<file path="config.mk">
export PLATFORM = sky130hd
export DESIGN_NAME = priority_round_robin_task_scheduler_core_flat
export DESIGN_NICKNAME = d
export VERILOG_FILES = /design/src/psched_pkg.sv /design/src/psched_req_if.sv /design/src/psched_rsp_if.sv /design/src/priority_round_robin_task_scheduler_core.sv /design/src/psched_cell.sv /design/src/psched_chain.sv /design/src/flat_wrapper.sv
export SDC_FILE = /design/constraint.sdc
export NUM_CORES = 2
export LEC_CHECK = 0
export ABC_AREA = 0
export BUFFER_PORTS_ARGS = -buffer_cell sky130_fd_sc_hd__buf_2
export CORE_MARGIN = 2
export CORE_UTILIZATION = 36
export DETAILED_ROUTE_END_ITERATION = 16
export HOLD_SLACK_MARGIN = 0.15
export PLACE_DENSITY_LB_ADDON = 0.1
export RECOVER_POWER = 50
export SETUP_SLACK_MARGIN = 0.05
export SLEW_MARGIN = 5
export SYNTH_ARGS = -nofsm -noshare
export SYNTH_HDL_FRONTEND = slang
export SYNTH_SLANG_ARGS = --single-unit
</file>
<file path="constraint.sdc">
create_clock -name i_clk -period 10.38 [get_ports i_clk]
set_clock_uncertainty 0.1 [all_clocks]
set_input_delay 0 -clock i_clk [delete_from_list [all_inputs] [get_ports i_clk]]
set_output_delay 0 -clock i_clk [all_outputs]
set_load 0.03 [all_outputs]
</file>
<file path="src/psched_pkg.sv">
// Shared types, codes and sizes of the priority round-robin task scheduler.
// Used by the channel interfaces, the queue cells, the queue chain and the top level.
package psched_pkg;

    localparam int MAX_TASKS = 16;
    localparam int LEVELS    = 8;
    localparam int TASK_W    = 4;
    localparam int LEVEL_W   = 3;
    localparam int RUN_W     = 5;
    localparam int SLICE_W   = 16;
    localparam int TIME_W    = 32;
    localparam int MS_W      = 10;
    localparam int CFG_W     = 16;

    localparam logic [RUN_W-1:0] IDLE_ID = RUN_W'(MAX_TASKS);

    localparam logic [2:0] REQ_MAKE_READY = 3'd0;
    localparam logic [2:0] REQ_WAIT       = 3'd1;
    localparam logic [2:0] REQ_STOP       = 3'd2;
    localparam logic [2:0] REQ_YIELD      = 3'd3;
    localparam logic [2:0] REQ_TICK       = 3'd4;
    localparam logic [2:0] REQ_SCHEDULE   = 3'd5;

    localparam logic CFG_MS_PER_TICK     = 1'b0;
    localparam logic CFG_IDLE_TIME_SLICE = 1'b1;

    // Chain operations.
    localparam logic [2:0] CH_HOLD   = 3'd0;
    localparam logic [2:0] CH_APPEND = 3'd1;
    localparam logic [2:0] CH_INSERT = 3'd2;
    localparam logic [2:0] CH_REMOVE = 3'd3;
    localparam logic [2:0] CH_POP    = 3'd4;

    // Cell next-value selects.
    localparam logic [1:0] SEL_HOLD  = 2'd0;
    localparam logic [1:0] SEL_LOAD  = 2'd1;
    localparam logic [1:0] SEL_LEFT  = 2'd2;
    localparam logic [1:0] SEL_RIGHT = 2'd3;

    typedef struct packed {
        logic [2:0]         req_type;
        logic [TASK_W-1:0]  task_id;
        logic [LEVEL_W-1:0] task_priority_in;
        logic [SLICE_W-1:0] slice_ms;
        logic [SLICE_W-1:0] delay_ticks;
    } t_req;

    typedef struct packed {
        logic               status;
        logic               reschedule;
        logic [RUN_W-1:0]   running_task;
        logic [RUN_W-1:0]   woken_count;
    } t_rsp;

    typedef struct packed {
        logic               valid;
        logic [TASK_W-1:0]  task_id;
        logic [LEVEL_W-1:0] level;
        logic [TIME_W-1:0]  key;
    } t_entry;

    typedef struct packed {
        logic [1:0]         sel;
        logic               by_task;
        logic [TASK_W-1:0]  task_id;
        logic [LEVEL_W-1:0] level;
    } t_cell_ctrl;

    typedef struct packed {
        logic valid;
        logic hit;
        logic gt;
    } t_cell_flags;

    typedef struct packed {
        logic [LEVEL_W-1:0] level;
        logic [SLICE_W-1:0] slice;
    } t_tdata;

    // Lowest set bit of the level map, that is the highest priority present.
    function automatic logic [LEVEL_W-1:0] lowest_set(input logic [LEVELS-1:0] map);
        logic [LEVEL_W-1:0] r;
        r = LEVEL_W'(LEVELS - 1);
        for (int i = LEVELS - 1; i >= 0; i--) begin
            if (map[i]) begin
                r = LEVEL_W'(i);
            end
        end
        return r;
    endfunction

endpackage

</file>
<file path="src/psched_req_if.sv">
// Request channel of the task scheduler: valid, ready and one request word.
// Depends on psched_pkg for the payload type.
interface psched_req_if;
    logic             valid;
    logic             ready;
    psched_pkg::t_req data;

    modport source (output valid, output data, input ready);
    modport sink   (input valid, input data, output ready);
endinterface

</file>
<file path="src/psched_rsp_if.sv">
// Result channel of the task scheduler: valid, ready and one result word.
// Depends on psched_pkg for the payload type.
interface psched_rsp_if;
    logic             valid;
    logic             ready;
    psched_pkg::t_rsp data;

    modport source (output valid, output data, input ready);
    modport sink   (input valid, input data, output ready);
endinterface

</file>
<file path="src/priority_round_robin_task_scheduler_core.sv">
// Top level of the priority round-robin task scheduler.
// Depends on psched_pkg, psched_req_if, psched_rsp_if and psched_chain.
//
// The scheduler takes one request word at a time and returns one result word
// for each. Ready tasks sit in a row of sixteen cells in arrival order, so the
// oldest entry of a level is the head of that level's FIFO; waiting tasks sit
// in a second row kept sorted by wake time, with ties in arrival order. Each
// cell shifts to its neighbor when an entry is inserted or removed. Per-task
// priority and slice live in a small memory with a registered read port.
// Tick wakes the due tasks one by one, reading each one's priority from the
// memory before appending it to the ready row. A finished result waits while
// the previous result still holds the output register. A new request is
// accepted while the previous result still waits in the output register. The
// idle task is number 16. Configuration writes are taken at any time through
// i_cfg_we.
module priority_round_robin_task_scheduler_core (
    input  logic                          i_clk,
    input  logic                          i_rst_n,
    psched_req_if.sink                    i_req,
    psched_rsp_if.source                  o_rsp,
    input  logic                          i_cfg_we,
    input  logic                          i_cfg_idx,
    input  logic [psched_pkg::CFG_W-1:0]  i_cfg_data
);

    localparam logic [3:0] S_IDLE      = 4'd0;
    localparam logic [3:0] S_EXEC      = 4'd1;
    localparam logic [3:0] S_MR_APPEND = 4'd2;
    localparam logic [3:0] S_WAIT_INS  = 4'd3;
    localparam logic [3:0] S_WAKE_CHK  = 4'd4;
    localparam logic [3:0] S_WAKE_RD   = 4'd5;
    localparam logic [3:0] S_CHARGE    = 4'd6;
    localparam logic [3:0] S_SCHED_RD  = 4'd7;
    localparam logic [3:0] S_DONE      = 4'd8;

    localparam int TW = psched_pkg::TASK_W;
    localparam int LW = psched_pkg::LEVEL_W;

    logic [3:0]                       r_state;
    psched_pkg::t_req                 r_req;
    logic [psched_pkg::RUN_W-1:0]     r_cur;
    logic [LW-1:0]                    r_cur_level;
    logic                             r_cur_ready;
    logic [psched_pkg::SLICE_W-1:0]   r_time_left;
    logic [psched_pkg::TIME_W-1:0]    r_tick;
    logic [psched_pkg::TIME_W-1:0]    r_wake;
    logic [psched_pkg::MS_W-1:0]      r_ms;
    logic [psched_pkg::SLICE_W-1:0]   r_idle;
    logic                             r_status;
    logic                             r_resched;
    logic [psched_pkg::RUN_W-1:0]     r_woken;
    logic [TW-1:0]                    r_next;
    logic [LW-1:0]                    r_next_level;
    logic [TW-1:0]                    r_wtask;
    psched_pkg::t_rsp                 r_out;
    logic                             r_out_valid;
    psched_pkg::t_tdata               r_mem [psched_pkg::MAX_TASKS];
    psched_pkg::t_tdata               r_rd;

    // Chain controls.
    logic [2:0]                       w_rq_op;
    logic                             w_rq_by_task;
    logic [LW-1:0]                    w_rq_level;
    psched_pkg::t_entry               w_rq_new;
    psched_pkg::t_entry               w_rq_head;
    logic [psched_pkg::LEVELS-1:0]    w_map;
    logic [TW-1:0]                    w_rq_sel;
    logic [2:0]                       w_wq_op;
    psched_pkg::t_entry               w_wq_new;
    psched_pkg::t_entry               w_wq_head;
    logic [psched_pkg::LEVELS-1:0]    w_wq_map;
    logic [TW-1:0]                    w_wq_sel;
    logic [TW-1:0]                    w_rd_addr;

    logic                             w_accept;
    logic                             w_is_cur;
    logic [LW-1:0]                    w_run_level;
    logic [LW-1:0]                    w_best;
    logic                             w_switch;
    logic                             w_due;
    logic                             w_out_free;

    assign w_accept    = i_req.valid && i_req.ready;
    assign i_req.ready = (r_state == S_IDLE);
    assign w_is_cur    = (r_cur == {1'b0, r_req.task_id});
    assign w_run_level = (r_cur == psched_pkg::IDLE_ID) ? LW'(psched_pkg::LEVELS - 1)
                                                        : r_cur_level;
    assign w_best      = psched_pkg::lowest_set(w_map);
    assign w_switch    = !r_cur_ready || (w_best < w_run_level)
                         || ((w_best == w_run_level) && (r_time_left == '0));
    assign w_due       = w_wq_head.valid && (w_wq_head.key <= r_tick);
    assign w_out_free  = !r_out_valid || o_rsp.ready;

    // Which queue edits the current step performs.
    always_comb begin
        w_rq_op      = psched_pkg::CH_HOLD;
        w_rq_by_task = 1'b1;
        w_rq_level   = '0;
        w_rq_new     = '0;
        w_wq_op      = psched_pkg::CH_HOLD;
        w_wq_new     = '0;
        w_rd_addr    = w_wq_head.task_id;
        case (r_state)
            S_EXEC: begin
                if ((r_req.req_type == psched_pkg::REQ_MAKE_READY && !(w_is_cur && r_cur_ready))
                    || r_req.req_type == psched_pkg::REQ_WAIT
                    || r_req.req_type == psched_pkg::REQ_STOP) begin
                    w_rq_op = psched_pkg::CH_REMOVE;
                    w_wq_op = psched_pkg::CH_REMOVE;
                end else if (r_req.req_type == psched_pkg::REQ_SCHEDULE
                             && w_map != '0 && w_switch) begin
                    // Pop the oldest task of the best level.
                    w_rq_op      = psched_pkg::CH_REMOVE;
                    w_rq_by_task = 1'b0;
                    w_rq_level   = w_best;
                    w_rd_addr    = w_rq_sel;
                end
            end
            S_MR_APPEND: begin
                w_rq_op          = psched_pkg::CH_APPEND;
                w_rq_new.valid   = 1'b1;
                w_rq_new.task_id = r_req.task_id;
                w_rq_new.level   = r_req.task_priority_in;
            end
            S_WAIT_INS: begin
                w_wq_op          = psched_pkg::CH_INSERT;
                w_wq_new.valid   = 1'b1;
                w_wq_new.task_id = r_req.task_id;
                w_wq_new.key     = r_wake;
            end
            S_WAKE_CHK: begin
                if (w_due) begin
                    w_wq_op = psched_pkg::CH_POP;
                end
            end
            S_WAKE_RD: begin
                w_rq_op          = psched_pkg::CH_APPEND;
                w_rq_new.valid   = 1'b1;
                w_rq_new.task_id = r_wtask;
                w_rq_new.level   = r_rd.level;
            end
            S_SCHED_RD: begin
                // The displaced task goes to the back of its own level.
                if (r_cur_ready && r_cur != psched_pkg::IDLE_ID) begin
                    w_rq_op          = psched_pkg::CH_APPEND;
                    w_rq_new.valid   = 1'b1;
                    w_rq_new.task_id = r_cur[TW-1:0];
                    w_rq_new.level   = r_cur_level;
                end
            end
            default: begin
                w_rq_op = psched_pkg::CH_HOLD;
            end
        endcase
    end

    psched_chain u_ready (
        .i_clk      (i_clk),
        .i_rst_n    (i_rst_n),
        .i_op       (w_rq_op),
        .i_by_task  (w_rq_by_task),
        .i_task     (r_req.task_id),
        .i_level    (w_rq_level),
        .i_new      (w_rq_new),
        .o_head     (w_rq_head),
        .o_map      (w_map),
        .o_sel_task (w_rq_sel)
    );

    psched_chain u_wait (
        .i_clk      (i_clk),
        .i_rst_n    (i_rst_n),
        .i_op       (w_wq_op),
        .i_by_task  (1'b1),
        .i_task     (r_req.task_id),
        .i_level    (w_rq_head.level),
        .i_new      (w_wq_new),
        .o_head     (w_wq_head),
        .o_map      (w_wq_map),
        .o_sel_task (w_wq_sel)
    );

    // Task data memory: written on make ready, read into a register ahead of use.
    always_ff @(posedge i_clk) begin
        if (r_state == S_EXEC && r_req.req_type == psched_pkg::REQ_MAKE_READY) begin
            r_mem[r_req.task_id] <= '{level: r_req.task_priority_in, slice: r_req.slice_ms};
        end
        r_rd <= r_mem[w_rd_addr];
    end

    always_ff @(posedge i_clk) begin
        if (!i_rst_n) begin
            r_ms   <= psched_pkg::MS_W'(1);
            r_idle <= psched_pkg::SLICE_W'(10);
        end else if (i_cfg_we) begin
            case (i_cfg_idx)
                psched_pkg::CFG_MS_PER_TICK: r_ms <= i_cfg_data[psched_pkg::MS_W-1:0];
                default:                     r_idle <= i_cfg_data;
            endcase
        end
    end

    always_ff @(posedge i_clk) begin
        if (!i_rst_n) begin
            r_state     <= S_IDLE;
            r_cur       <= psched_pkg::IDLE_ID;
            r_cur_level <= LW'(psched_pkg::LEVELS - 1);
            r_cur_ready <= 1'b1;
            r_time_left <= psched_pkg::SLICE_W'(10);
            r_tick      <= '0;
            r_out_valid <= 1'b0;
            r_status    <= 1'b0;
            r_resched   <= 1'b0;
            r_woken     <= '0;
        end else begin
            if (r_out_valid && o_rsp.ready) begin
                r_out_valid <= 1'b0;
            end
            case (r_state)
                S_IDLE: begin
                    if (w_accept) begin
                        r_req     <= i_req.data;
                        r_status  <= 1'b0;
                        r_resched <= 1'b0;
                        r_woken   <= '0;
                        r_state   <= S_EXEC;
                    end
                end
                S_EXEC: begin
                    r_state <= S_DONE;
                    case (r_req.req_type)
                        psched_pkg::REQ_MAKE_READY: begin
                            if (w_is_cur) begin
                                r_cur_level <= r_req.task_priority_in;
                            end
                            if (w_is_cur && r_cur_ready) begin
                                r_resched <= 1'b1;
                            end else begin
                                if (w_is_cur) begin
                                    r_cur_ready <= 1'b0;
                                end
                                r_resched <= !r_cur_ready || w_is_cur
                                             || (r_req.task_priority_in < w_run_level);
                                r_state   <= S_MR_APPEND;
                            end
                        end
                        psched_pkg::REQ_WAIT: begin
                            if (w_is_cur) begin
                                r_cur_ready <= 1'b0;
                            end
                            r_wake    <= r_tick + {16'd0, r_req.delay_ticks};
                            r_resched <= 1'b1;
                            r_state   <= S_WAIT_INS;
                        end
                        psched_pkg::REQ_STOP: begin
                            if (w_is_cur) begin
                                r_cur_ready <= 1'b0;
                            end
                            r_resched <= 1'b1;
                        end
                        psched_pkg::REQ_YIELD: begin
                            if (w_is_cur) begin
                                r_time_left <= '0;
                                r_resched   <= 1'b1;
                            end else begin
                                r_status <= 1'b1;
                            end
                        end
                        psched_pkg::REQ_TICK: begin
                            r_tick  <= r_tick + 1'b1;
                            r_state <= S_WAKE_CHK;
                        end
                        psched_pkg::REQ_SCHEDULE: begin
                            if (w_map == '0) begin
                                if (!r_cur_ready) begin
                                    r_cur       <= psched_pkg::IDLE_ID;
                                    r_cur_level <= LW'(psched_pkg::LEVELS - 1);
                                    r_cur_ready <= 1'b1;
                                    r_time_left <= r_idle;
                                end
                            end else if (w_switch) begin
                                r_next       <= w_rq_sel;
                                r_next_level <= w_best;
                                r_state      <= S_SCHED_RD;
                            end
                        end
                        default: begin
                            r_status <= 1'b1;
                        end
                    endcase
                end
                S_MR_APPEND: begin
                    r_state <= S_DONE;
                end
                S_WAIT_INS: begin
                    r_state <= S_DONE;
                end
                S_WAKE_CHK: begin
                    if (w_due) begin
                        r_wtask <= w_wq_head.task_id;
                        r_state <= S_WAKE_RD;
                    end else begin
                        r_state <= S_CHARGE;
                    end
                end
                S_WAKE_RD: begin
                    if (r_rd.level < w_run_level) begin
                        r_resched <= 1'b1;
                    end
                    r_woken <= r_woken + 1'b1;
                    r_state <= S_WAKE_CHK;
                end
                S_CHARGE: begin
                    if (r_time_left > {6'd0, r_ms}) begin
                        r_time_left <= r_time_left - {6'd0, r_ms};
                    end else begin
                        r_time_left <= '0;
                        r_resched   <= 1'b1;
                    end
                    r_state <= S_DONE;
                end
                S_SCHED_RD: begin
                    r_cur       <= {1'b0, r_next};
                    r_cur_level <= r_next_level;
                    r_cur_ready <= 1'b1;
                    r_time_left <= r_rd.slice;
                    r_state     <= S_DONE;
                end
                S_DONE: begin
                    if (w_out_free) begin
                        r_out_valid <= 1'b1;
                        r_state     <= S_IDLE;
                    end
                end
                default: begin
                    r_state <= S_IDLE;
                end
            endcase
        end
    end

    // Result word, loaded as the request finishes.
    always_ff @(posedge i_clk) begin
        if (r_state == S_DONE && w_out_free) begin
            r_out.status       <= r_status;
            r_out.reschedule   <= r_resched;
            r_out.running_task <= r_cur;
            r_out.woken_count  <= r_woken;
        end
    end

    assign o_rsp.valid = r_out_valid;
    assign o_rsp.data  = r_out;

endmodule

</file>
<file path="src/psched_cell.sv">
// One cell of a queue chain: holds one entry and takes a new one, its left
// or its right neighbor's entry. Depends on psched_pkg.
module psched_cell (
    input  logic                     i_clk,
    input  logic                     i_rst_n,
    input  psched_pkg::t_cell_ctrl   i_ctrl,
    input  psched_pkg::t_entry       i_new,
    input  psched_pkg::t_entry       i_left,
    input  psched_pkg::t_entry       i_right,
    output psched_pkg::t_entry       o_entry,
    output psched_pkg::t_cell_flags  o_flags
);

    psched_pkg::t_entry r_entry;
    psched_pkg::t_entry n_entry;

    always_comb begin
        case (i_ctrl.sel)
            psched_pkg::SEL_LOAD:  n_entry = i_new;
            psched_pkg::SEL_LEFT:  n_entry = i_left;
            psched_pkg::SEL_RIGHT: n_entry = i_right;
            default:               n_entry = r_entry;
        endcase
    end

    always_ff @(posedge i_clk) begin
        if (!i_rst_n) begin
            r_entry.valid <= 1'b0;
        end else begin
            r_entry.valid <= n_entry.valid;
        end
        r_entry.task_id <= n_entry.task_id;
        r_entry.level   <= n_entry.level;
        r_entry.key     <= n_entry.key;
    end

    assign o_entry       = r_entry;
    assign o_flags.valid = r_entry.valid;
    assign o_flags.hit   = r_entry.valid && (i_ctrl.by_task ? (r_entry.task_id == i_ctrl.task_id)
                                                            : (r_entry.level == i_ctrl.level));
    assign o_flags.gt    = r_entry.valid && (r_entry.key > i_new.key);

endmodule

</file>
<file path="src/psched_chain.sv">
// Row of queue cells with append, sorted insert, remove-first-match and pop.
// Depends on psched_pkg and psched_cell.
module psched_chain (
    input  logic                            i_clk,
    input  logic                            i_rst_n,
    input  logic [2:0]                      i_op,
    input  logic                            i_by_task,
    input  logic [psched_pkg::TASK_W-1:0]   i_task,
    input  logic [psched_pkg::LEVEL_W-1:0]  i_level,
    input  psched_pkg::t_entry              i_new,
    output psched_pkg::t_entry              o_head,
    output logic [psched_pkg::LEVELS-1:0]   o_map,
    output logic [psched_pkg::TASK_W-1:0]   o_sel_task
);

    localparam int N = psched_pkg::MAX_TASKS;

    psched_pkg::t_entry      w_entry [N];
    psched_pkg::t_cell_flags w_flags [N];
    psched_pkg::t_cell_ctrl  w_ctrl  [N];
    psched_pkg::t_entry      w_empty;
    logic [N-1:0]            w_f;
    logic [N-1:0]            w_before;
    logic [N-1:0]            w_pos;
    logic                    w_grow;

    assign w_empty = '0;
    assign w_grow  = (i_op == psched_pkg::CH_APPEND) || (i_op == psched_pkg::CH_INSERT);

    always_comb begin
        for (int i = 0; i < N; i++) begin
            case (i_op)
                psched_pkg::CH_APPEND: w_f[i] = !w_flags[i].valid;
                psched_pkg::CH_INSERT: w_f[i] = !w_flags[i].valid || w_flags[i].gt;
                psched_pkg::CH_REMOVE: w_f[i] = w_flags[i].hit;
                psched_pkg::CH_POP:    w_f[i] = (i == 0) && w_flags[i].valid;
                default:               w_f[i] = 1'b0;
            endcase
        end
        w_before[0] = 1'b0;
        for (int i = 1; i < N; i++) begin
            w_before[i] = w_before[i-1] | w_f[i-1];
        end
        w_pos = w_f & ~w_before;
    end

    always_comb begin
        for (int i = 0; i < N; i++) begin
            w_ctrl[i].by_task = i_by_task;
            w_ctrl[i].task_id = i_task;
            w_ctrl[i].level   = i_level;
            if (w_grow) begin
                w_ctrl[i].sel = w_pos[i] ? psched_pkg::SEL_LOAD
                              : (w_before[i] ? psched_pkg::SEL_LEFT : psched_pkg::SEL_HOLD);
            end else begin
                w_ctrl[i].sel = (w_pos[i] || w_before[i]) ? psched_pkg::SEL_RIGHT
                                                          : psched_pkg::SEL_HOLD;
            end
        end
    end

    for (genvar g = 0; g < N; g++) begin : g_cell
        psched_cell u_cell (
            .i_clk   (i_clk),
            .i_rst_n (i_rst_n),
            .i_ctrl  (w_ctrl[g]),
            .i_new   (i_new),
            .i_left  ((g == 0) ? w_empty : w_entry[(g == 0) ? 0 : g-1]),
            .i_right ((g == N-1) ? w_empty : w_entry[(g == N-1) ? N-1 : g+1]),
            .o_entry (w_entry[g]),
            .o_flags (w_flags[g])
        );
    end

    always_comb begin
        o_map      = '0;
        o_sel_task = '0;
        for (int i = 0; i < N; i++) begin
            if (w_entry[i].valid) begin
                o_map[w_entry[i].level] = 1'b1;
            end
            if (w_pos[i]) begin
                o_sel_task = o_sel_task | w_entry[i].task_id;
            end
        end
    end

    assign o_head = w_entry[0];

endmodule

</file>
<file path="src/flat_wrapper.sv">
// flat-port wrapper written by rule: the top's interface ports become plain ports
module priority_round_robin_task_scheduler_core_flat 
  (i_clk, i_rst_n, i_cfg_we, i_cfg_idx, i_cfg_data, i_req_valid, i_req_data, i_req_ready, o_rsp_valid, o_rsp_data, o_rsp_ready);
  psched_req_if i_req_i ();
  psched_rsp_if o_rsp_i ();
  input  logic i_clk;
  input  logic i_rst_n;
  input  logic i_cfg_we;
  input  logic i_cfg_idx;
  input  logic [psched_pkg::CFG_W-1:0] i_cfg_data;
  input wire logic [$bits(i_req_i.valid)-1:0] i_req_valid;
  input wire logic [$bits(i_req_i.data)-1:0] i_req_data;
  output wire logic [$bits(i_req_i.ready)-1:0] i_req_ready;
  output wire logic [$bits(o_rsp_i.valid)-1:0] o_rsp_valid;
  output wire logic [$bits(o_rsp_i.data)-1:0] o_rsp_data;
  input wire logic [$bits(o_rsp_i.ready)-1:0] o_rsp_ready;
  assign i_req_i.valid = i_req_valid;
  assign i_req_i.data = i_req_data;
  assign i_req_ready = i_req_i.ready;
  assign o_rsp_valid = o_rsp_i.valid;
  assign o_rsp_data = o_rsp_i.data;
  assign o_rsp_i.ready = o_rsp_ready;
  priority_round_robin_task_scheduler_core u_core (.i_clk(i_clk), .i_rst_n(i_rst_n), .i_req(i_req_i), .o_rsp(o_rsp_i), .i_cfg_we(i_cfg_we), .i_cfg_idx(i_cfg_idx), .i_cfg_data(i_cfg_data));
endmodule
</file>
======== Word-level counts from Yosys, hierarchy flattened ========
Memories as Yosys holds them, arrays and structs flattened. A register that Yosys moved wholly into a read port is not among the register bits.
Index checks and enable logic that the tools add are counted.
cells by class
  add/sub/neg operators ................... 4
  magnitude comparators ................... 69
  equality and inequality tests ........... 187
  muxes and demuxes ....................... 343
  bitwise logic cells ..................... 64
  reduce and logical (&&, ||, !) cells .... 258
operators by type and width
  kind                                                                                 number
  40-bit one-hot mux with 3 select lines                                               32
  32-bit by 1-bit greater-than comparator with 1-bit output, second input constant     16
  32-bit greater-than comparator                                                       16
  2-bit two-way mux                                                                    129
  8-bit two-way mux                                                                    17
  2-bit == test, second input constant                                                 64
  4-bit == test                                                                        32
  8-bit bitwise OR                                                                     15
  3-bit nonzero test                                                                   33
  4-bit two-way mux                                                                    24
  1-bit one-hot mux with 3 select lines                                                32
  1-bit logical AND                                                                    91
  1-bit logical OR                                                                     71
  2-bit by 1-bit == test with 1-bit output, second input constant                      32
  3-bit by 4-bit < comparator with 1-bit output, second input constant                 16
  16-bit two-way mux                                                                   4
  4-bit bitwise OR                                                                     15
  1-bit two-way mux                                                                    53
  3-bit == test                                                                        17
  1-bit demux with 3-bit select                                                        16
  3-bit by 1-bit greater-or-equal comparator with 1-bit output, second input constant  16
  16-bit one-hot mux with 3 select lines                                               1
  3-bit two-way mux                                                                    13
  1-bit logical NOT                                                                    35
  54 further kinds                                                                     135
storage, ports and cells
  register bits after elaboration ......... 1472
  memory bits (writable) .................. 304
  input bits .............................. 64
  output and inout bits ................... 14
  logic and storage cells ................. 1079
  memories ................................ 1
memory list
  memory        depth  bits a word  read ports  clocked after memory_dff  wr ports  RTL line                                        RTL
  u_core.r_mem  16     19           1           1                         1         priority_round_robin_task_scheduler_core.sv:57  psched_pkg::t_tdata r_mem [psched_pkg::MAX_TASKS];

======== Depth between registers and ports, before layout ========
  depth after elaboration ................. 103
  depth in mapped cells ................... 42
  depth with buffers taken out ............ 32

======== By module ========
A second synthesis with hierarchy kept.
second synthesis, totals
  cells, all modules ...................... 12081
  area, all modules ....................... 121262.6 µm²
modules (own cells, without submodules)
  module                                    times used  cells each  area each (µm²)  seq. area each (µm²)
  psched_cell                               32          299         2909.0           1191.1
  priority_round_robin_task_scheduler_core  1           1599        22293.9          14323.7
  psched_chain (u_core.u_ready)             1           473         3049.2           0.0
  psched_chain (u_core.u_wait)              1           441         2830.2           0.0

======== Least setup slack after synthesis ========
OpenSTA, ideal clock, no wires.
  path kind ............................... reg-to-reg
  start point ............................. register u_core.r_state[0]
  end point ............................... register u_core.u_wait.g_cell[15].u_cell.r_entry, in the netlist u_core.u_wait.g_cell[15].u_cell.o_entry[0], enable pin
  setup time .............................. 0.706 ns
  arrival time ............................ 8.628 ns
  data required time ...................... 9.574 ns
  path slack .............................. 0.946 ns
  cell stages (with the launch flop) ...... 28
  path buffers ............................ 6
  clock period less this slack ............ 9.434 ns
  path through ............................ dfxtp_1 -> nor2b_1 -> and3_1 -> clkbuf_1 -> clkbuf_1 -> clkbuf_1 -> clkbuf_1 -> nand2_1 -> inv_1 -> ha_1 -> nor2b_1 -> o21a_1 -> o21a_1 -> o21a_1 -> o21a_1 -> o21a_1 -> o21a_1 -> o21ai_0 -> a21boi_0 -> o211ai_1 -> nand3_1 -> nor4b_1 -> and3_1 -> clkbuf_1 -> nand3_1 -> a31oi_1 -> clkbuf_1 -> o21ai_0
on the way
  word-level cells in the longest chain between the ends .. 27
  elaborated cells on any way between the ends .. 99
  those cells by class .................... 16 x order compare; 10 x eq/ne; 22 x mux; 16 x bitwise; 35 x reduce/logical
RTL lines
  element                                                                                                RTL line                                         RTL
  from (decl)                                                                                            priority_round_robin_task_scheduler_core.sv:39   logic [3:0] r_state;
  from (signal assigned)                                                                                 priority_round_robin_task_scheduler_core.sv:205  r_state <= S_IDLE;
  from (signal assigned)                                                                                 priority_round_robin_task_scheduler_core.sv:226  r_state <= S_EXEC;
  from (signal assigned)                                                                                 priority_round_robin_task_scheduler_core.sv:230  r_state <= S_DONE;
  4-bit by 2-bit == test with 1-bit output                                                               priority_round_robin_task_scheduler_core.sv:103  case (r_state)
  32-bit two-way mux                                                                                     priority_round_robin_task_scheduler_core.sv:103
  32-bit greater-than comparator                                                                         psched_cell.sv:41                                assign o_flags.gt = r_entry.valid && (r_entry.key > i_new.key);
  1-bit logical AND                                                                                      psched_cell.sv:41
  1-bit logical OR                                                                                       psched_chain.sv:34                               psched_pkg::CH_INSERT: w_f[i] = !w_flags[i].valid || w_flags[i].gt;
  1-bit one-hot mux with 4 select lines / 1-bit one-hot mux with 3 select lines (equally long branches)  psched_chain.sv:32                               case (i_op)
  1-bit bitwise OR (14 in a row)                                                                         psched_chain.sv:42                               w_before[i] = w_before[i-1] | w_f[i-1];
  16-bit NOT                                                                                             psched_chain.sv:44                               w_pos = w_f & ~w_before;
  16-bit AND                                                                                             psched_chain.sv:44
  1-bit logical OR                                                                                       psched_chain.sv:56                               w_ctrl[i].sel = (w_pos[i] || w_before[i]) ? psched_pkg::SEL_RIGHT
  2-bit two-way mux                                                                                      psched_chain.sv:56
  2-bit two-way mux (*)                                                                                  psched_chain.sv:52                               if (w_grow) begin
  2-bit by 1-bit == test with 1-bit output / 2-bit == test (equally long branches)                       psched_cell.sv:18                                case (i_ctrl.sel)
  3-bit nonzero test (no line) (*)                                                                       n/a
  to (decl)                                                                                              psched_cell.sv:14                                psched_pkg::t_entry r_entry;
Mark *: on every way between the ends. The rest lies on a longest branch, timed or not.
A chain may end at the register's enable or synchronous reset.

======== Worst setup path in the final report ========
  start point ............................. register u_core.u_ready.g_cell[12].u_cell.r_entry, in the netlist u_core.u_ready.g_cell[12].u_cell.o_entry[32]
  end point ............................... register, netlist name u_core.r_rd[9]
on the way
  word-level cells in the longest chain between the ends .. 65
  elaborated cells on any way between the ends .. 155
  those cells by class .................... 3 x order compare; 21 x eq/ne; 73 x mux; 35 x bitwise; 23 x reduce/logical
RTL lines
  element                                                                                                                                                     RTL line                                         RTL
  from (decl)                                                                                                                                                 psched_cell.sv:14
  3-bit by 4-bit < comparator with 1-bit output (not written as such) / 3-bit by 1-bit greater-or-equal comparator with 1-bit output (equally long branches)  psched_chain.sv:80                               o_map[w_entry[i].level] = 1'b1;
  1-bit logical AND (not written as such)                                                                                                                     psched_chain.sv:80
  1-bit two-way mux (not written as such)                                                                                                                     psched_chain.sv:80
  1-bit demux with 3-bit select                                                                                                                               psched_chain.sv:80
  8-bit bitwise OR (no line)                                                                                                                                  n/a
  8-bit two-way mux                                                                                                                                           psched_chain.sv:79                               if (w_entry[i].valid) begin
  8-bit bitwise OR (no line)                                                                                                                                  n/a
  8-bit two-way mux                                                                                                                                           psched_chain.sv:79
  (+50 left out)                                                                                                                                              n/a
  4-bit bitwise OR                                                                                                                                            psched_chain.sv:83                               o_sel_task = o_sel_task | w_entry[i].task_id;
  4-bit two-way mux                                                                                                                                           psched_chain.sv:82                               if (w_pos[i]) begin
  4-bit bitwise OR                                                                                                                                            psched_chain.sv:83
  4-bit two-way mux (*)                                                                                                                                       psched_chain.sv:82
  via u_core.u_ready.o_sel_task (one bit)                                                                                                                     psched_chain.sv:13                               output logic [psched_pkg::TASK_W-1:0] o_sel_task
  4-bit two-way mux (*)                                                                                                                                       priority_round_robin_task_scheduler_core.sv:110  end else if (r_req.req_type == psched_pkg::REQ_SCHEDULE
  4-bit two-way mux (*)                                                                                                                                       priority_round_robin_task_scheduler_core.sv:105  if ((r_req.req_type == psched_pkg::REQ_MAKE_READY && !(w_is_cur && r_cur_ready))
  4-bit two-way mux (*)                                                                                                                                       priority_round_robin_task_scheduler_core.sv:103
Mark *: on every way through the listed nets, which the timed path passes. The rest lies on a longest branch.

==> flow_metrics.tcl <==
set metrics [dict create \
    synth-seq-area-share_pct 53.58 \
    critical_path.most_common_cell "nand4_1" \
    critPathRequiredTime_ps 11040 \
    num_io_pins 78 \
    crit_path_start "u_core.u_ready.g_cell[12].u_cell.o_entry[32]" \
    cp_data_arrival_time_ps 10540 \
    timing.hold.worst.start "i_req_data[8]" \
    final_number_of_max_transition_violations 1055 \
    p_comb_share_pct 37.7 \
    max_cap_violations 34 \
    tightest_slew_ps 4317 \
    tritoncts_num_sinks 1747 \
    routed_wire_length_per_instance_um 28.26 \
    antenna_found_initial 9 \
    first_global_vias 71768 \
    holdBufCountCts 151 \
    drt_first_pass_iters 6 \
    tritoncts.num_buffers 199 \
    total_negative_setup_slack_ps 0 \
    drive_above_1_share_pct 8.820 \
    critical_path_start_type "flip-flop" \
    fin_crit_sh_pct 95.11 \
    total_of_flip_flops_plus_latches_after_synthesis 1747 \
    die-area_um2 268500 \
    initial_core_util_pct 36.23 \
    syn_nets 8794 \
    synth_enable_flop_cells 1601 \
    cpMaxStageDelayCell "edfxtp_1" \
    postSynth.asyncResetShare_pct 0 \
    power.switching_fraction_pct 41.63 \
    grt_max_degree 77 \
    hold_viol 0 \
    netlist-cell-type-count 95 \
    post-cts-setup-buffers 0 \
    ys.warnings.count 0 \
    crit_path_max_cell_delay_ps 810 \
    chipWidth_um 518.2 \
    final_setup_violation_count 0 \
    post_drt_via_cell_ratio 6.023 \
    power.static_leakage_nw 38.19 \
    post_cts_resized 0 \
    seqPwrFrac_pct 41.0 \
    final.min_clock_period_ps 9872 \
    worst_r2r_start "u_core.u_ready.g_cell[12].u_cell.o_entry[32]" \
    grt_setup_unrepaired "false" \
    finalNetCount 8936 \
    totalWireLength_um 338500 \
    holdPathStages 3 \
    gp_congestion 0.9133 \
    postSynthAreaPerCell_um2 11.69 \
    globalRouteOverflowTotal 0 \
    dr.first_iter.drc_count 7061 \
    grt_util_all_layers_pct 24.33 \
    hpwlAfterDp_um 239900 \
    failing_checks "max-capacitance violations, max-slew violations" \
    final_design_area_no_fill_um2 108300 \
    drt_drc_violations_left 0 \
    netSwitchingPower_w 0.01428 \
    max_clock_freq_mhz 101.3 \
    htree_levels 4 \
    die_span_y_um 518.2 \
    p_int_w 0.02001 \
    layout.core_utilization_pct 41.22 \
    synth_flop_cell "edfxtp_1" \
    detailedPlace.worstSlack_ps 850.9 \
    clock_tree_from_tritoncts "built" \
    worst-r2r-cell-count 29 \
    final.setup.worst_slack_ps 507.7 \
    fillers 24839 \
    clock_tree.buffer_depth 3 \
    end_kind "flip-flop" \
    grt_first_pass_wirelength_um 497500 \
    syn_to_final_growth_pct 13.80 \
    remaining_number_of_nets_flagged_by_the_antenna_check_after_routing 0 \
    cts_root_buffer "clkbuf_16" \
    netlist_area_um2 95190 \
    clock_insertion_delay_worst_skew_ps 900 \
    slew_headroom_pct -187.8 \
    ir_worst_vdd_uv 500.6 \
    critical_path.max_fanout 66 \
    worst_r2r_endpoint "u_core.r_rd[9]" \
    criticalPathCategory "reg -> reg" \
    core_region_area_um2 262700 \
    routed-via-count 72148 \
    port_buffers 77 \
    timing.hold.worst_endpoint "u_core.r_req[8]" \
    floorplan.rows 188 \
    rrSetupSlack_ps 510 \
    post_synthesis_cell_count 8145 \
    clk_pin_slew_ps 70 \
    post_dp_cell_area_um2 100400 \
    run_status "finished, violations left" \
    min-delay-path-class "in -> reg" \
    clock_power_share_pct 21.2 \
    power_per_cell_area_nw_per_um2 316.5 \
]
## critical path, delay by kind of cell (launching register included)
family | cells | cell delay (ps)
and+or+nand+nor | 15 | 4960
AOI/OAI and AO/OA | 7 | 1430
buffers and inverters | 3 | 940
muxes | 2 | 890
DFF | 1 | 810
adders and majority gates | 2 | 560
## power groups by stage
stage / Clock, W / Sequential, W / Combinational, W
final: 0.00728 / 0.0141 / 0.0129
after global routing: 0.00771 / 0.0143 / 0.0141
after CTS: 0.00745 / 0.0140 / 0.0128
after detailed placement: 0 / 0.0141 / 0.0127
after global placement: 0 / 0.0141 / 0.0126
after floorplan: 0 / 0.0128 / 0.00889
## cell usage after synthesis (18+ instances only)
| cell type | n | share of area [%] |
|---|---|---|
| a22oi_1 | 261 | 2.1 |
| xor2_1 | 99 | 0.91 |
| and3_1 | 98 | 0.64 |
| nand2b_1 | 69 | 0.45 |
| inv_1 | 152 | 0.60 |
| o21a_1 | 100 | 0.79 |
| o22ai_1 | 122 | 0.80 |
| nor4b_1 | 36 | 0.33 |
| nand2_1 | 491 | 1.9 |
| nor2_1 | 423 | 1.7 |
| a211oi_1 | 57 | 0.45 |
| a22o_1 | 495 | 4.6 |
| buf_2 | 73 | 0.38 |
| a221o_1 | 155 | 1.6 |
| clkbuf_1 | 458 | 1.8 |
| nand4_1 | 220 | 1.4 |
| o31ai_1 | 18 | 0.14 |
| or4_1 | 38 | 0.30 |
| o21ai_0 | 389 | 2.0 |
| buf_1 | 29 | 0.11 |
| o2bb2ai_1 | 140 | 1.3 |
| a2bb2oi_1 | 18 | 0.17 |
| a221oi_1 | 45 | 0.41 |
| dfxtp_1 | 146 | 3.1 |
| mux2_2 | 36 | 0.43 |
| and2_1 | 135 | 0.89 |
| nand3_1 | 73 | 0.38 |
| xnor2_1 | 100 | 0.92 |
| a21o_1 | 130 | 1.0 |
| o211ai_1 | 21 | 0.17 |
| nand4b_1 | 49 | 0.45 |
| nor2b_1 | 98 | 0.64 |
| a21oi_1 | 376 | 2.0 |
| nor4bb_1 | 49 | 0.52 |
| a31oi_1 | 33 | 0.22 |
| a21boi_0 | 22 | 0.17 |
| nor4_1 | 156 | 1.0 |
| nor3_1 | 86 | 0.45 |
| ha_1 | 583 | 7.7 |
| mux2i_1 | 246 | 2.6 |
| edfxtp_1 | 1601 | 51 |
## per-stage QoR
step,instances,hold WS [ps],total power [W]
after global routing,11976,228.6,0.03603
after CTS,11973,158.5,0.03427
after floorplan,8145,-1.131,0.02165
final,11978,247.6,0.03429
after global placement,11450,75.90,0.02669
after detailed placement,11450,78.11,0.02682
## layout make-up
| type | count | area, µm² | area share, % |
|---|---|---|---|
| sequential | 1747 | 51000 | 47.08 |
| antenna | 5 | 12.51 | 0.01155 |
| multi-input combinational | 5663 | 41720 | 38.52 |
| clock inverter | 105 | 1356 | 1.252 |
| tap | 3515 | 4398 | 4.060 |
| inverter | 164 | 616.8 | 0.5695 |
| clock buffer | 267 | 5356 | 4.945 |
| timing repair buffer | 512 | 3854 | 3.558 |
## worst max-delay path by stage
stage                                                  end  slack (ps)  cells past startpoint
4_1_cts                                     u_core.r_rd[2]         870                     33
5_1_grt        u_core.u_wait.g_cell[10].u_cell.o_entry[29]         110                     23
3_5_place_dp                               u_core.r_rd[11]         850                     33
3_3_place_gp                                u_core.r_rd[3]         950                     33
2_1_floorplan   u_core.u_wait.g_cell[15].u_cell.o_entry[0]         950                     27
6_report                                    u_core.r_rd[9]         510                     29
## cell usage in the layout (no fill, tap or decap), types with 130 or more instances in the layout
| master | instances |
|---|---|
| nor2_1 | 382 |
| edfxtp_1 | 1601 |
| ha_1 | 582 |
| o21ai_0 | 387 |
| a22oi_1 | 261 |
| clkbuf_16 | 200 |
| nand2_1 | 485 |
| nand4_1 | 221 |
| a221o_1 | 155 |
| buf_4 | 229 |
| o2bb2ai_1 | 140 |
| a22o_1 | 495 |
| inv_1 | 153 |
| a21oi_1 | 364 |
| dlygate4sd3_1 | 151 |
| nor4_1 | 156 |
| mux2i_1 | 245 |
| a21o_1 | 130 |
| dfxtp_1 | 146 |
## cells by family after synthesis
logic type,synth area share (%)
AOI/OAI and AO/OA,19.04
buffers and inverters,3.047
DFF,53.58
muxes,3.013
and+or+nand+nor,11.79
xor gates and xnor gates,1.831
adders and majority gates,7.706
## metal layers
metal | part of all wire, % | GRT usage [%]
met5 | 0.0038 | 0
met4 | 2.8 | 6.733
met3 | 5.0 | 2.841
met2 | 46 | 38.71
met1 | 46 | 34.89
## state kept, by name (all words and copies together) (netlist names), 5 cells and up
signal	flops
u_core.r_idle	16
u_core.o_rsp.data	12
u_core.r_rd	19
u_core.r_time_left	16
u_core.r_wake	32
u_core.u_wait.g_cell.u_cell.o_entry	592
u_core.r_woken	5
u_core.r_mem	304
u_core.r_cur	5
u_core.r_ms	10
u_core.r_req	42
u_core.u_ready.g_cell.u_cell.o_entry	640
u_core.r_tick	32
(Power assumes the default switching activity.)
